File: config.mk
export PLATFORM = sky130hd
export DESIGN_NAME = iir_direct_form_two_filter_top
export DESIGN_NICKNAME = d
export VERILOG_FILES = /design/src/rtl/core/iir_df2_pkg.sv /design/src/rtl/core/iir_df2_mac.sv /design/src/rtl/core/iir_direct_form_two_filter_top.sv
export SDC_FILE = /design/constraint.sdc
export NUM_CORES = 2
export LEC_CHECK = 0
export BUFFER_PORTS_ARGS = -buffer_cell sky130_fd_sc_hd__buf_2
export CORE_AREA = 3 3 401 403
export CTS_CLUSTER_SIZE = 14
export DETAILED_ROUTE_END_ITERATION = 6
export DIE_AREA = 0 0 404 406
export MAX_ROUTING_LAYER = met4
export PLACE_DENSITY = 0.66
export SETUP_SLACK_MARGIN = 0.15
export SYNTH_ARGS = -nofsm -noshare
export SYNTH_HDL_FRONTEND = slang
export SYNTH_SLANG_ARGS = --single-unit
export TNS_END_PERCENT = 10
File: constraint.sdc
create_clock -name clk_i -period 11.6 [get_ports clk_i]
set_input_delay 0 -clock clk_i [delete_from_list [all_inputs] [get_ports clk_i]]
set_output_delay 0 -clock clk_i [all_outputs]
set_load 0.05 [all_outputs]
File: src/rtl/core/iir_df2_pkg.sv
// Shared types and constants for the direct form II IIR filter.
// No dependencies.
`timescale 1ns / 1ps
package iir_df2_pkg;
  localparam logic [2:0] FUNC_SAMPLE  = 3'd0;
  localparam logic [2:0] FUNC_NUM     = 3'd1;
  localparam logic [2:0] FUNC_DEN     = 3'd2;
  localparam logic [2:0] FUNC_INIT    = 3'd3;
  localparam logic [2:0] FUNC_RESTORE = 3'd4;

  localparam logic [0:0] REG_ORDER = 1'd0;
  localparam logic [0:0] REG_POST  = 1'd1;

  localparam int unsigned COEF_BITS = 32;
  localparam int unsigned ACC_BITS  = 64;
  localparam int unsigned FRAC_BITS = 27;

  // Handshake between the sequencer and the serial multiply-accumulate unit.
  typedef struct packed {
    logic start;
    logic sub;
  } mac_cmd_t;
endpackage

File: src/rtl/core/iir_df2_mac.sv
// Bit-serial 32x32 signed multiply with saturating 64-bit accumulate.
// Depends on iir_df2_pkg.
`timescale 1ns / 1ps
module iir_df2_mac (
  input  logic                  clk_i,
  input  logic                  rst_ni,
  input  iir_df2_pkg::mac_cmd_t cmd_i,
  input  logic signed [31:0]    coef_i,
  input  logic signed [31:0]    data_i,
  input  logic signed [63:0]    acc_i,
  output logic signed [63:0]    acc_o,
  output logic                  done_o
);
  import iir_df2_pkg::*;

  logic [5:0]         cnt_q, cnt_d;
  logic               busy_q, busy_d;
  logic               done_q;
  logic               sub_q, sub_d;
  logic [31:0]        mplr_q, mplr_d;
  logic signed [63:0] mcand_q, mcand_d;
  logic signed [63:0] prod_q, prod_d;
  logic signed [63:0] acc_q, acc_d;
  logic signed [63:0] term;
  logic signed [64:0] sum;
  logic               fin;

  // One multiplier bit per cycle; the top bit carries negative weight.
  always_comb begin
    busy_d = busy_q; cnt_d = cnt_q; sub_d = sub_q;
    mplr_d = mplr_q; mcand_d = mcand_q; prod_d = prod_q; acc_d = acc_q;
    term = '0; sum = '0; fin = 1'b0;
    if (cmd_i.start) begin
      busy_d = 1'b1; cnt_d = '0; sub_d = cmd_i.sub;
      mplr_d = coef_i; mcand_d = 64'(data_i); prod_d = '0; acc_d = acc_i;
    end else if (busy_q) begin
      if (cnt_q == 6'd32) begin
        term = sub_q ? -prod_q : prod_q;
        sum  = 65'(acc_q) + 65'(term);
        if (sum[64] != sum[63]) acc_d = sum[64] ? {1'b1, 63'd0} : {1'b0, {63{1'b1}}};
        else acc_d = sum[63:0];
        busy_d = 1'b0; fin = 1'b1;
      end else begin
        if (mplr_q[0]) prod_d = (cnt_q == 6'd31) ? prod_q - mcand_q : prod_q + mcand_q;
        mcand_d = mcand_q <<< 1;
        mplr_d  = mplr_q >> 1;
        cnt_d   = cnt_q + 6'd1;
      end
    end
  end

  always_ff @(posedge clk_i or negedge rst_ni) begin
    if (!rst_ni) begin
      busy_q <= 1'b0; cnt_q <= '0; done_q <= 1'b0;
    end else begin
      busy_q <= busy_d; cnt_q <= cnt_d; done_q <= fin;
    end
  end

  always_ff @(posedge clk_i) begin
    sub_q <= sub_d; mplr_q <= mplr_d; mcand_q <= mcand_d;
    prod_q <= prod_d; acc_q <= acc_d;
  end

  assign acc_o  = acc_q;
  assign done_o = done_q;
endmodule

File: src/rtl/core/iir_direct_form_two_filter_top.sv
// Top level of the direct form II IIR filter: sequencer, tap storage, rounding.
// Depends on iir_df2_pkg and iir_df2_mac.
//
// Channel | Dir | Handshake              | Payload
// s_axis  | in  | s_axis_tvalid/tready   | tdata, tuser (func)
// m_axis  | out | m_axis_tvalid/tready   | tdata, tuser (is_sample, saturated)
// cfg     | in  | cfg_valid_i/cfg_ready_o| cfg_index_i, cfg_data_i
//
// A sample beat of order N runs 2N+1 products through the one bit-serial
// multiply-accumulate unit. Reset clears coefficients, delays and initial
// values. A stalled output holds the result and blocks the next beat.
`timescale 1ns / 1ps
module iir_direct_form_two_filter_top #(
  parameter int unsigned MAX_ORDER   = 8,
  parameter int unsigned SAMPLE_BITS = 24
) (
  input  logic clk_i,
  input  logic rst_ni,
  input  logic s_axis_tvalid,
  output logic s_axis_tready,
  // tdata: sample_in, batch_end, tap_index[3:0], coef_value[31:0], init_value[31:0]
  input  logic [((SAMPLE_BITS + 69 + 7) / 8) * 8 - 1:0] s_axis_tdata,
  // tuser: func[2:0]
  input  logic [2:0] s_axis_tuser,
  output logic m_axis_tvalid,
  input  logic m_axis_tready,
  // tdata: sample_out
  output logic [((SAMPLE_BITS + 7) / 8) * 8 - 1:0] m_axis_tdata,
  // tuser: is_sample, saturated
  output logic [1:0] m_axis_tuser,
  input  logic       cfg_valid_i,
  output logic       cfg_ready_o,
  input  logic       cfg_index_i,
  input  logic [3:0] cfg_data_i
);
  import iir_df2_pkg::*;

  localparam int unsigned DEPTH = MAX_ORDER + 1;
  localparam int unsigned IW    = (DEPTH > 1) ? $clog2(DEPTH) : 1;
  localparam int unsigned OW    = ((SAMPLE_BITS + 7) / 8) * 8;

  localparam logic [2:0] ST_IDLE = 3'd0;
  localparam logic [2:0] ST_MAC  = 3'd1;
  localparam logic [2:0] ST_WAIT = 3'd2;
  localparam logic [2:0] ST_HEAD = 3'd3;
  localparam logic [2:0] ST_OUT  = 3'd4;
  localparam logic [2:0] ST_DONE = 3'd5;

  logic [2:0] st_q, st_d;
  logic [3:0] order_q;
  logic       post_q;
  logic signed [31:0] num_q [DEPTH];
  logic signed [31:0] den_q [DEPTH];
  logic signed [31:0] dly_q [DEPTH];
  logic signed [31:0] ic_q  [DEPTH];

  logic signed [SAMPLE_BITS-1:0] s_sample;
  logic        s_end;
  logic [3:0]  s_idx;
  logic signed [31:0] s_coef, s_init;
  assign s_sample = s_axis_tdata[SAMPLE_BITS-1:0];
  assign s_end    = s_axis_tdata[SAMPLE_BITS];
  assign s_idx    = s_axis_tdata[SAMPLE_BITS+4:SAMPLE_BITS+1];
  assign s_coef   = s_axis_tdata[SAMPLE_BITS+36:SAMPLE_BITS+5];
  assign s_init   = s_axis_tdata[SAMPLE_BITS+68:SAMPLE_BITS+37];

  logic [IW:0] n_eff;
  assign n_eff = (32'(order_q) > MAX_ORDER) ? (IW+1)'(MAX_ORDER) : (IW+1)'(order_q);

  logic        in_acc;
  assign s_axis_tready = (st_q == ST_IDLE) && !m_axis_tvalid;
  assign in_acc        = s_axis_tvalid && s_axis_tready;
  assign cfg_ready_o   = 1'b1;

  // Sequencer: j walks taps 1..N, phase picks head (a) or output (b) term.
  logic [IW:0] j_q, j_d;
  logic        ph_q, ph_d;
  logic        end_q, end_d;
  logic signed [63:0] hacc_q, hacc_d, yacc_q, yacc_d;
  logic        sat_q, sat_d;
  logic        ov_q, ov_d;
  logic [SAMPLE_BITS-1:0] y_q, y_d;
  logic        is_s_q, is_s_d;

  mac_cmd_t           cmd;
  logic signed [31:0] m_coef, m_data;
  logic signed [63:0] m_acc, m_res;
  logic               m_done;

  iir_df2_mac u_mac (
    .clk_i, .rst_ni, .cmd_i(cmd), .coef_i(m_coef), .data_i(m_data),
    .acc_i(m_acc), .acc_o(m_res), .done_o(m_done)
  );

  function automatic logic signed [63:0] rnd(input logic signed [63:0] a);
    logic signed [64:0] s;
    logic signed [63:0] t;
    s = 65'(a) + 65'(64'sd1 <<< 26);
    t = (s[64] != s[63]) ? {1'b0, {63{1'b1}}} : s[63:0];
    return t >>> FRAC_BITS;
  endfunction

  logic signed [63:0] r_h, r_y;
  logic signed [31:0] head;
  logic               h_clip, y_clip;
  localparam logic signed [63:0] YMAX = (64'sd1 <<< (SAMPLE_BITS - 1)) - 64'sd1;
  assign r_h    = rnd(hacc_q);
  assign r_y    = rnd(yacc_q);
  assign h_clip = (r_h > 64'sh7fffffff) || (r_h < -64'sh80000000);
  assign head   = (r_h > 64'sh7fffffff) ? 32'sh7fffffff :
                  (r_h < -64'sh80000000) ? -32'sh80000000 : r_h[31:0];
  assign y_clip = (r_y > YMAX) || (r_y < -YMAX - 64'sd1);

  always_comb begin
    st_d = st_q; j_d = j_q; ph_d = ph_q; end_d = end_q;
    hacc_d = hacc_q; yacc_d = yacc_q; sat_d = sat_q; ov_d = ov_q;
    y_d = y_q; is_s_d = is_s_q;
    cmd = '0;
    m_coef = ph_q ? num_q[j_q[IW-1:0]] : den_q[j_q[IW-1:0]];
    m_data = dly_q[j_q[IW-1:0]];
    m_acc  = ph_q ? yacc_q : hacc_q;
    cmd.sub = !ph_q;
    unique case (st_q)
      ST_IDLE: begin
        if (in_acc) begin
          end_d = s_end;
          if (s_axis_tuser == FUNC_SAMPLE) begin
            hacc_d = 64'(s_sample) <<< FRAC_BITS;
            yacc_d = '0; sat_d = 1'b0; j_d = (IW+1)'(1); ph_d = 1'b0;
            st_d = (n_eff == '0) ? ST_HEAD : ST_MAC;
          end else begin
            y_d = '0; is_s_d = 1'b0; ov_d = 1'b1; st_d = ST_DONE;
          end
        end
      end
      ST_MAC: begin
        cmd.start = 1'b1; st_d = ST_WAIT;
      end
      ST_WAIT: begin
        if (m_done) begin
          if (ph_q) yacc_d = m_res; else hacc_d = m_res;
          if (ph_q && j_q == (IW+1)'(0)) begin
            st_d = ST_OUT;
          end else if (ph_q && j_q == n_eff) begin
            st_d = ST_HEAD;
          end else begin
            if (ph_q) j_d = j_q + (IW+1)'(1);
            ph_d = !ph_q;
            st_d = ST_MAC;
          end
        end
      end
      ST_HEAD: begin
        // Head is written into tap 0; the b0 product follows from it.
        sat_d = h_clip; j_d = '0; ph_d = 1'b1; st_d = ST_MAC;
      end
      ST_OUT: begin
        sat_d = sat_q | y_clip;
        y_d = (r_y > YMAX) ? YMAX[SAMPLE_BITS-1:0] :
              (r_y < -YMAX - 64'sd1) ? ~YMAX[SAMPLE_BITS-1:0] : r_y[SAMPLE_BITS-1:0];
        is_s_d = 1'b1; ov_d = 1'b1; st_d = ST_DONE;
      end
      ST_DONE: begin
        st_d = ST_IDLE;
      end
      default: st_d = ST_IDLE;
    endcase
    if (ov_q && m_axis_tready) ov_d = 1'b0;
  end

  always_ff @(posedge clk_i or negedge rst_ni) begin
    if (!rst_ni) begin
      st_q <= ST_IDLE; ov_q <= 1'b0; order_q <= '0; post_q <= 1'b0;
      for (int i = 0; i < DEPTH; i++) begin
        num_q[i] <= '0; den_q[i] <= '0; dly_q[i] <= '0; ic_q[i] <= '0;
      end
    end else begin
      st_q <= st_d; ov_q <= ov_d;
      if (cfg_valid_i) begin
        if (cfg_index_i == REG_ORDER) order_q <= cfg_data_i;
        else post_q <= cfg_data_i[0];
      end
      if (in_acc) begin
        unique case (s_axis_tuser)
          FUNC_NUM: if (32'(s_idx) <= MAX_ORDER) num_q[IW'(s_idx)] <= s_coef;
          FUNC_DEN: if (32'(s_idx) <= MAX_ORDER) den_q[IW'(s_idx)] <= s_coef;
          FUNC_INIT: if (32'(s_idx) < MAX_ORDER) ic_q[IW'(s_idx)] <= s_init;
          FUNC_RESTORE: begin
            for (int i = 0; i < DEPTH; i++)
              dly_q[i] <= ((IW+1)'(i) < n_eff) ? ic_q[i] : '0;
          end
          FUNC_SAMPLE: begin
            for (int i = 1; i < DEPTH; i++)
              if ((IW+1)'(i) <= n_eff) dly_q[i] <= dly_q[i-1];
          end
          default: ;
        endcase
      end
      if (st_q == ST_HEAD) dly_q[0] <= head;
      if (st_q == ST_OUT && post_q && end_q)
        for (int i = 0; i < DEPTH; i++) dly_q[i] <= '0;
    end
  end

  always_ff @(posedge clk_i) begin
    j_q <= j_d; ph_q <= ph_d; end_q <= end_d; hacc_q <= hacc_d;
    yacc_q <= yacc_d; sat_q <= sat_d; y_q <= y_d; is_s_q <= is_s_d;
  end

  assign m_axis_tvalid = ov_q;
  assign m_axis_tdata  = OW'(y_q);
  assign m_axis_tuser  = {is_s_q & sat_q, is_s_q};

`ifndef SYNTHESIS
  a_no_accept_busy: assert property (@(posedge clk_i) disable iff (!rst_ni)
    (st_q != ST_IDLE) |-> !s_axis_tready) else $error("beat taken while busy");
  a_hold_out: assert property (@(posedge clk_i) disable iff (!rst_ni)
    (m_axis_tvalid && !m_axis_tready) |=> $stable(m_axis_tdata))
    else $error("result changed while stalled");
  a_mac_idle: assert property (@(posedge clk_i) disable iff (!rst_ni)
    cmd.start |-> (st_q == ST_MAC)) else $error("stray multiply start");
`endif
endmodule

After elaboration in Yosys (flattened, before gate mapping). Index checks and enable logic that the tools add are counted.

Register bits: 1555. Bits in latches: 0. Bits in writable memories: 0. Memory bits (read-only): 0. Output and inout bits: 29. Logic and storage cells: 292. Memories: 0.

$add $sub $neg: 8. Multiply operators: 0. Div/mod/pow operators: 0. $lt $le $gt $ge: 27. Eq/ne operators: 33. Shifts and indexed selects: 0. Mux-type cells: 109. Bitwise logic cells: 6. Reductions and logical operators: 53.

Operators by type and width (count): 64-bit two-way mux (21); 32-bit two-way mux (32); 288-bit bitwise mux (3); 288-bit two-way mux (2); 256-bit case mux with 2 select lines (1); 32-bit binary-select mux with 4-bit select (3); 64-bit case mux with 2 select lines (2); 64-bit by 28-bit adder with 65-bit output, second input constant (2); 32-bit demux with 4-bit select (1); 24-bit two-way mux (4); 64-bit by 64-bit adder with 65-bit output (1); 64-bit adder (1); 64-bit negator (1); 64-bit subtractor (1); 24-bit case mux with 2 select lines (1); 3-bit AND reduction (15); 37-bit by 24-bit greater-than comparator with 1-bit output, second input constant (1); 37-bit by 32-bit greater-than comparator with 1-bit output, second input constant (1); 37-bit by 24-bit < comparator with 1-bit output, second input constant (1); 37-bit by 32-bit < comparator with 1-bit output, second input constant (1); 5-bit two-way mux (6); 3-bit by 1-bit != test with 1-bit output, second input constant (8); 6-bit two-way mux (3); 3-bit nonzero test (6); 47 further kinds (118).

Depth between registers and ports, before layout.
Word-level depth: 8. Gate-level depth with buffers: 27.

Hierarchy. A second synthesis with hierarchy kept.

Cells, all modules: 6833. Area, all modules: 79633.9 µm².

Modules (own cells, without submodules): iir_direct_form_two_filter_top (times used 1, cells an instance 4608, area an instance 60404.2 µm², seq. area each 33086.7 µm²); iir_df2_mac (times used 1, cells an instance 2225, area an instance 19229.7 µm², seq. area each 6316.1 µm²).

Least setup slack after synthesis. No wires, ideal clock.

Path type: flip-flop to flip-flop. Start point: register st_q[1]. End point: register yacc_q[0], enable pin. Arrival time: 5.776 ns. Required time: 11.093 ns. Path slack: 5.317 ns. Stages on the path, launching flop included: 9. Path buffers: 2. Period minus slack after synthesis: 6.283 ns. Path through: dfrtp_1 clkbuf_1 or2_2 clkbuf_1 nor3_1 nand2_1 inv_1 a2111oi_0 a21oi_1.

Longest elaborated chain between the ends: 5. Elaborated cells between the ends (all ways): 10.

RTL lines: start: declaration (RTL line iir_direct_form_two_filter_top.sv:49) `logic [2:0] st_q, st_d;`; start signal: assignment (RTL line iir_direct_form_two_filter_top.sv:178) `st_q <= st_d; ov_q <= ov_d;`; 3-bit logical NOT (RTL line iir_direct_form_two_filter_top.sv:71) `assign s_axis_tready = (st_q == ST_IDLE) && !m_axis_tvalid;`; 1-bit logical AND (RTL line iir_direct_form_two_filter_top.sv:71); net s_axis_tready (RTL line iir_direct_form_two_filter_top.sv:20) `output logic s_axis_tready,`; 1-bit logical AND (RTL line iir_direct_form_two_filter_top.sv:72) `assign in_acc = s_axis_tvalid && s_axis_tready;`; 2-bit != test (no line); 5-bit AND reduction (no line); end signal: assignment (RTL line iir_direct_form_two_filter_top.sv:207) `yacc_q <= yacc_d; sat_q <= sat_d; y_q <= y_d; is_s_q <= is_s_d;`; end: declaration (RTL line iir_direct_form_two_filter_top.sv:79) `logic signed [63:0] hacc_q, hacc_d, yacc_q, yacc_d;`.

The timed path passes the listed nets, and every way through them passes these cells. A chain may end at the register's enable or synchronous reset.

Worst setup path in the final report.
Start point: register u_mac.prod_q[17]. End point: register u_mac.acc_q[29], in the netlist u_mac.acc_o[29] (data pin).

Longest elaborated chain between the ends: 8. Elaborated cells between the ends (all ways): 9.

RTL lines: start: declaration (RTL line iir_df2_mac.sv:22) `logic signed [63:0] prod_q, prod_d;`; start signal: assignment (RTL line iir_df2_mac.sv:62) `prod_q <= prod_d; acc_q <= acc_d;`; 64-bit negator (RTL line iir_df2_mac.sv:38) `term = sub_q ? -prod_q : prod_q;`; 64-bit two-way mux * (RTL line iir_df2_mac.sv:38); 64-bit by 64-bit adder with 65-bit output * (RTL line iir_df2_mac.sv:39) `sum = 65'(acc_q) + 65'(term);`; 64-bit two-way mux / 1-bit != test (equally long branches) (RTL line iir_df2_mac.sv:40) `if (sum[64] != sum[63]) acc_d = sum[64] ? {1'b1, 63'd0} : {1'b0, {63{1'b1}}};`; 64-bit two-way mux * (RTL line iir_df2_mac.sv:40); 64-bit two-way mux * (RTL line iir_df2_mac.sv:37) `if (cnt_q == 6'd32) begin`; 64-bit two-way mux * (RTL line iir_df2_mac.sv:36) `end else if (busy_q) begin`; 64-bit two-way mux * (RTL line iir_df2_mac.sv:33) `if (cmd_i.start) begin`; net u_mac.acc_d[29] (RTL line iir_df2_mac.sv:23) `logic signed [63:0] acc_q, acc_d;`; end signal: assignment (RTL line iir_df2_mac.sv:62); end: declaration (RTL line iir_df2_mac.sv:23).

Mark *: on every way through the listed nets, which the timed path passes. The rest lies on a longest branch. The select of a mux whose other input is x is not followed.

==> summary.txt <==
status -> complete, but fails checks
violated checks -> DRC
Worst R2R Path Depth -> 21
Port Buffers -> 133
die area -> 164000 um2
synth top area cells -> dfrtp_1 36%, edfxtp_1 12%, mux2_2 12%
Critical Path Fanout Max -> 63
mux cell area share after synthesis -> 0.191
Synth cell types -> 83
WP data required -> 12.24 ns
gpl congestion -> 0.939
Detailed Routing Iterations Pass 1 -> 7
Yosys reg bits -> 1523
FF-to-FF End -> u_mac.acc_o[29]$_DFFE_PP_
Max Root-Sink Buffers -> 3
routed len/inst -> 25.3 um
NetSw -> 8.36 mW
Yosys Warn Count -> 0
CTS H-tree depth -> 4
post-place setup slack -> 4.62 ns
Cell Count, Final, Fillers Out -> 9131
vias per cell -> 6.25
ys flop type -> dfrtp_1
IO Count -> 138
worst path bufs/invs -> 1
die height -> 406 um
# setup viols final -> 0
fin nets -> 7160
Final Cycle Share -> 0.625
initial antenna violation count -> 10
Top delay family on crit path -> simple AND/OR/NAND/NOR gates
Die Span X -> 404 um
Mapped Nets -> 7132
combinational share of power -> 0.413
max cap viols -> 0
Worst setup EP type -> flop
post-synthesis xor/xnor area fraction -> 0.0334
vias in the first global route -> 57355
Clk network pwr share -> 0.252
largest family of logic cells by synthesized area -> multiplexers
placed insts -> 8690
EDFF count, synth -> 322
starting density of the core -> 0.498
CTS Buf Count -> 166
compound-gate portion of the synthesized area -> 0.133
clock root buffer -> clkbuf_16
grt ovf -> 0
R2R Setup Slk -> 4.35 ns
asr flop ratio synth -> 0.747
Leak -> 38.9 nW
worst r2r src -> u_mac.prod_q[17]$_SDFFE_PP0P_
dpl hpwl -> 142 mm
clock sink total -> 1523
filler instances -> 13361
top post-synthesis cells by count -> 1137 x dfrtp_1, 828 x mux2_2, 788 x nand2_1, 464 x clkbuf_1, 450 x a21oi_1
maximum vdd ir drop -> 0.264 mV
Storage cell area -> 39400 um2
post-synth top area cell -> dfrtp_1
Setup crit end -> u_mac.acc_o[29]$_DFFE_PP_
Final Cell Area -> 88100 um2
min cycle time layout -> 7.25 ns
DP Area -> 81300 um2
drt drc -> 2
Cells after Synth -> 6883
largest net degree at the start of global routing -> 197
P_int -> 12.9 mW
stages on the worst setup path -> 21
syn avg cell area -> 11.4 um2
startpoint types -> flop
adder-cell share of the synthesized area -> 0.0225
synthesized area -> 78600 um2
Crit Path Class -> flop to flop
RSZ-0062 raised after global routing -> false
post-route ant nets -> 0
Slew HR -> 0.0769
final WL -> 231 mm
Seq/Total Area, Yosys -> 0.501
Worst Setup SP -> u_mac.prod_q[17]$_SDFFE_PP0P_
Iter 0 DRT Violations -> 5098
final setup TNS -> 0 ns
Power Dens Cells -> 241 nW/um2
first-pass GRT wire length -> 353 mm
Hold Path Class -> input port to flop
Worst Hold Slack -> 0.0337 ns
Clock transition at path regs -> 0.06 ns
Tightest Pin Transition -> 1.37 ns
Critical Path Slowest Stage Cell -> nor4_1
Multi-input gate area -> 37400 um2
power share of the sequential group -> 0.336
Yosys top cell area share -> 0.362
area delta synth->final -> 12.0%
crit path DAT -> 7.89 ns
crit-path max cell delay -> 0.80 ns
via count -> 57092
Total Routing Usage GR -> 0.289
count leader, synth -> dfrtp_1
simple-gate share of the synthesized area -> 0.0913
Final Hold Viols -> 0
pins over their slew limit -> 0
clk_skew -> 0.0320 ns
layout cells sized above 1 -> 0.230
CP cell instances -> or3_1 -> or3_1 -> or3_1 -> or2_1 -> nor4_1 -> nand3_1 -> o31ai_1 -> xnor2_1 -> ha_1 -> nand2_1 -> nor3_1 -> nand2_1 -> a21oi_1 -> o31a_1 -> nor2_1 -> o311ai_0 -> or2_2 -> mux2_2 -> buf_4 -> a21oi_1 -> a21oi_1
fraction of power spent switching nets -> 0.394
Core ar. -> 158000 um2
Peak Freq -> 138 MHz
CTS tree -> yes
PnR worst setup slack -> 4.35 ns
Clock Latency Late Sink -> 0.82 ns
Rows -> 146
==> worst min path at each step <==
stage	from	endpoint	slack [ns]	depth (start not counted)
floorplan	rst_ni	den_q[0]$_DFFE_PN0P_	-0.30	0
global placement	rst_ni	ic_q[72]$_DFFE_PN0P_	0.08	1
detailed placement	rst_ni	ic_q[72]$_DFFE_PN0P_	0.07	1
CTS	s_axis_tdata[21]	hacc_q[48]$_DFFE_PP_	0.002	3
global route	s_axis_tdata[21]	hacc_q[48]$_DFFE_PP_	0.04	3
finish	s_axis_tdata[22]	hacc_q[49]$_DFFE_PP_	0.03	3
==> cell type report <==
cell class	instances	share of cell area
Antenna cell	11	0.000312
Tap cell	2072	0.0294
Sequential cell	1523	0.447
Clock buffer	255	0.0559
Inverter	69	0.00303
Multi-Input combinational cell	4779	0.425
Clock inverter	50	0.00669
Timing Repair Buffer	372	0.0325
==> cells by family after synthesis <==
| group | after synthesis |
|---|---|
| DFF | 1523 |
| xor gates and xnor gates | 300 |
| adders and majority gates | 140 |
| muxes | 1153 |
| buffers and inverters | 581 |
| other | 1 |
| AOI/OAI and AO/OA | 1604 |
| and+or+nand+nor | 1581 |
==> sequential cells by signal (all words and copies together) (netlist names), 4 cells and up <==
signal / count
dly_q: 288
u_mac.acc_o: 64
u_mac.mplr_q: 32
u_mac.prod_q: 64
ic_q: 256
u_mac.cnt_q: 6
yacc_q: 64
u_mac.mcand_q: 64
den_q: 288
order_q: 4
m_axis_tdata: 24
num_q: 288
hacc_q: 64
j_q: 5
==> tightest hold or removal path, delay by kind of cell <==
family / cells / cell delay, ns
buf+inv: 2 / 0.65
compound gates: 1 / 0.09
==> through the flow <==
stage	util	total power, mW
2_1_floorplan	-	13.4
3_3_place_gp	0.515	15.7
6_report	0.558	21.2
3_5_place_dp	0.515	15.8
4_1_cts	0.558	21.2
5_1_grt	0.558	22.5
==> power by group through the flow <==
stage / logic, mW / clock network [mW] / registers (mW)
after global routing: 9.65 / 5.64 / 7.20
after global placement: 8.47 / 0 / 7.19
after CTS: 8.68 / 5.42 / 7.11
after detailed placement: 8.58 / 0 / 7.21
final: 8.75 / 5.34 / 7.12
after floorplan: 6.32 / 0 / 7.09
==> cells in the final DEF (no fill, tap or decap), drive strengths merged, types with 39 or more instances in the layout <==
cell type,netlist,final
xor2,107,107
a21oi,450,450
nand2,788,788
nor3,47,47
o21ai,257,257
and2,69,69
nand3,63,63
inv,69,72
edfxtp,322,322
ha,138,138
nor2,297,297
and3,89,89
mux2,838,838
a221oi,39,39
buf,48,249
o21a,48,48
dfrtp,1137,1137
dlygate4sd3,0,123
mux4,192,192
a21o,98,98
o31ai,268,268
clkbuf,464,255
xnor2,193,193
nand4,43,43
dfxtp,64,64
mux2i,123,123
a22oi,196,196
==> routing by layer <==
layer | wire (um) | GRT usage | share of wire | up-vias
met4 | 7300 | 0.0900 | 0.032 | 0
met2 | 110000 | 0.456 | 0.48 | 1910
li1 | - | - | - | 25500
met1 | 98500 | 0.385 | 0.43 | 29272
met5 | 0 | - | 0 | -
met3 | 15400 | 0.0479 | 0.066 | 410
==> what timing repair did <==
action                                 CTS  global route
setup buffers                            0             0
hold buffers                           124             0
endpoints found under the hold margin  968             0
gates resized for setup                  0             0
(Power assumes the default switching activity.)
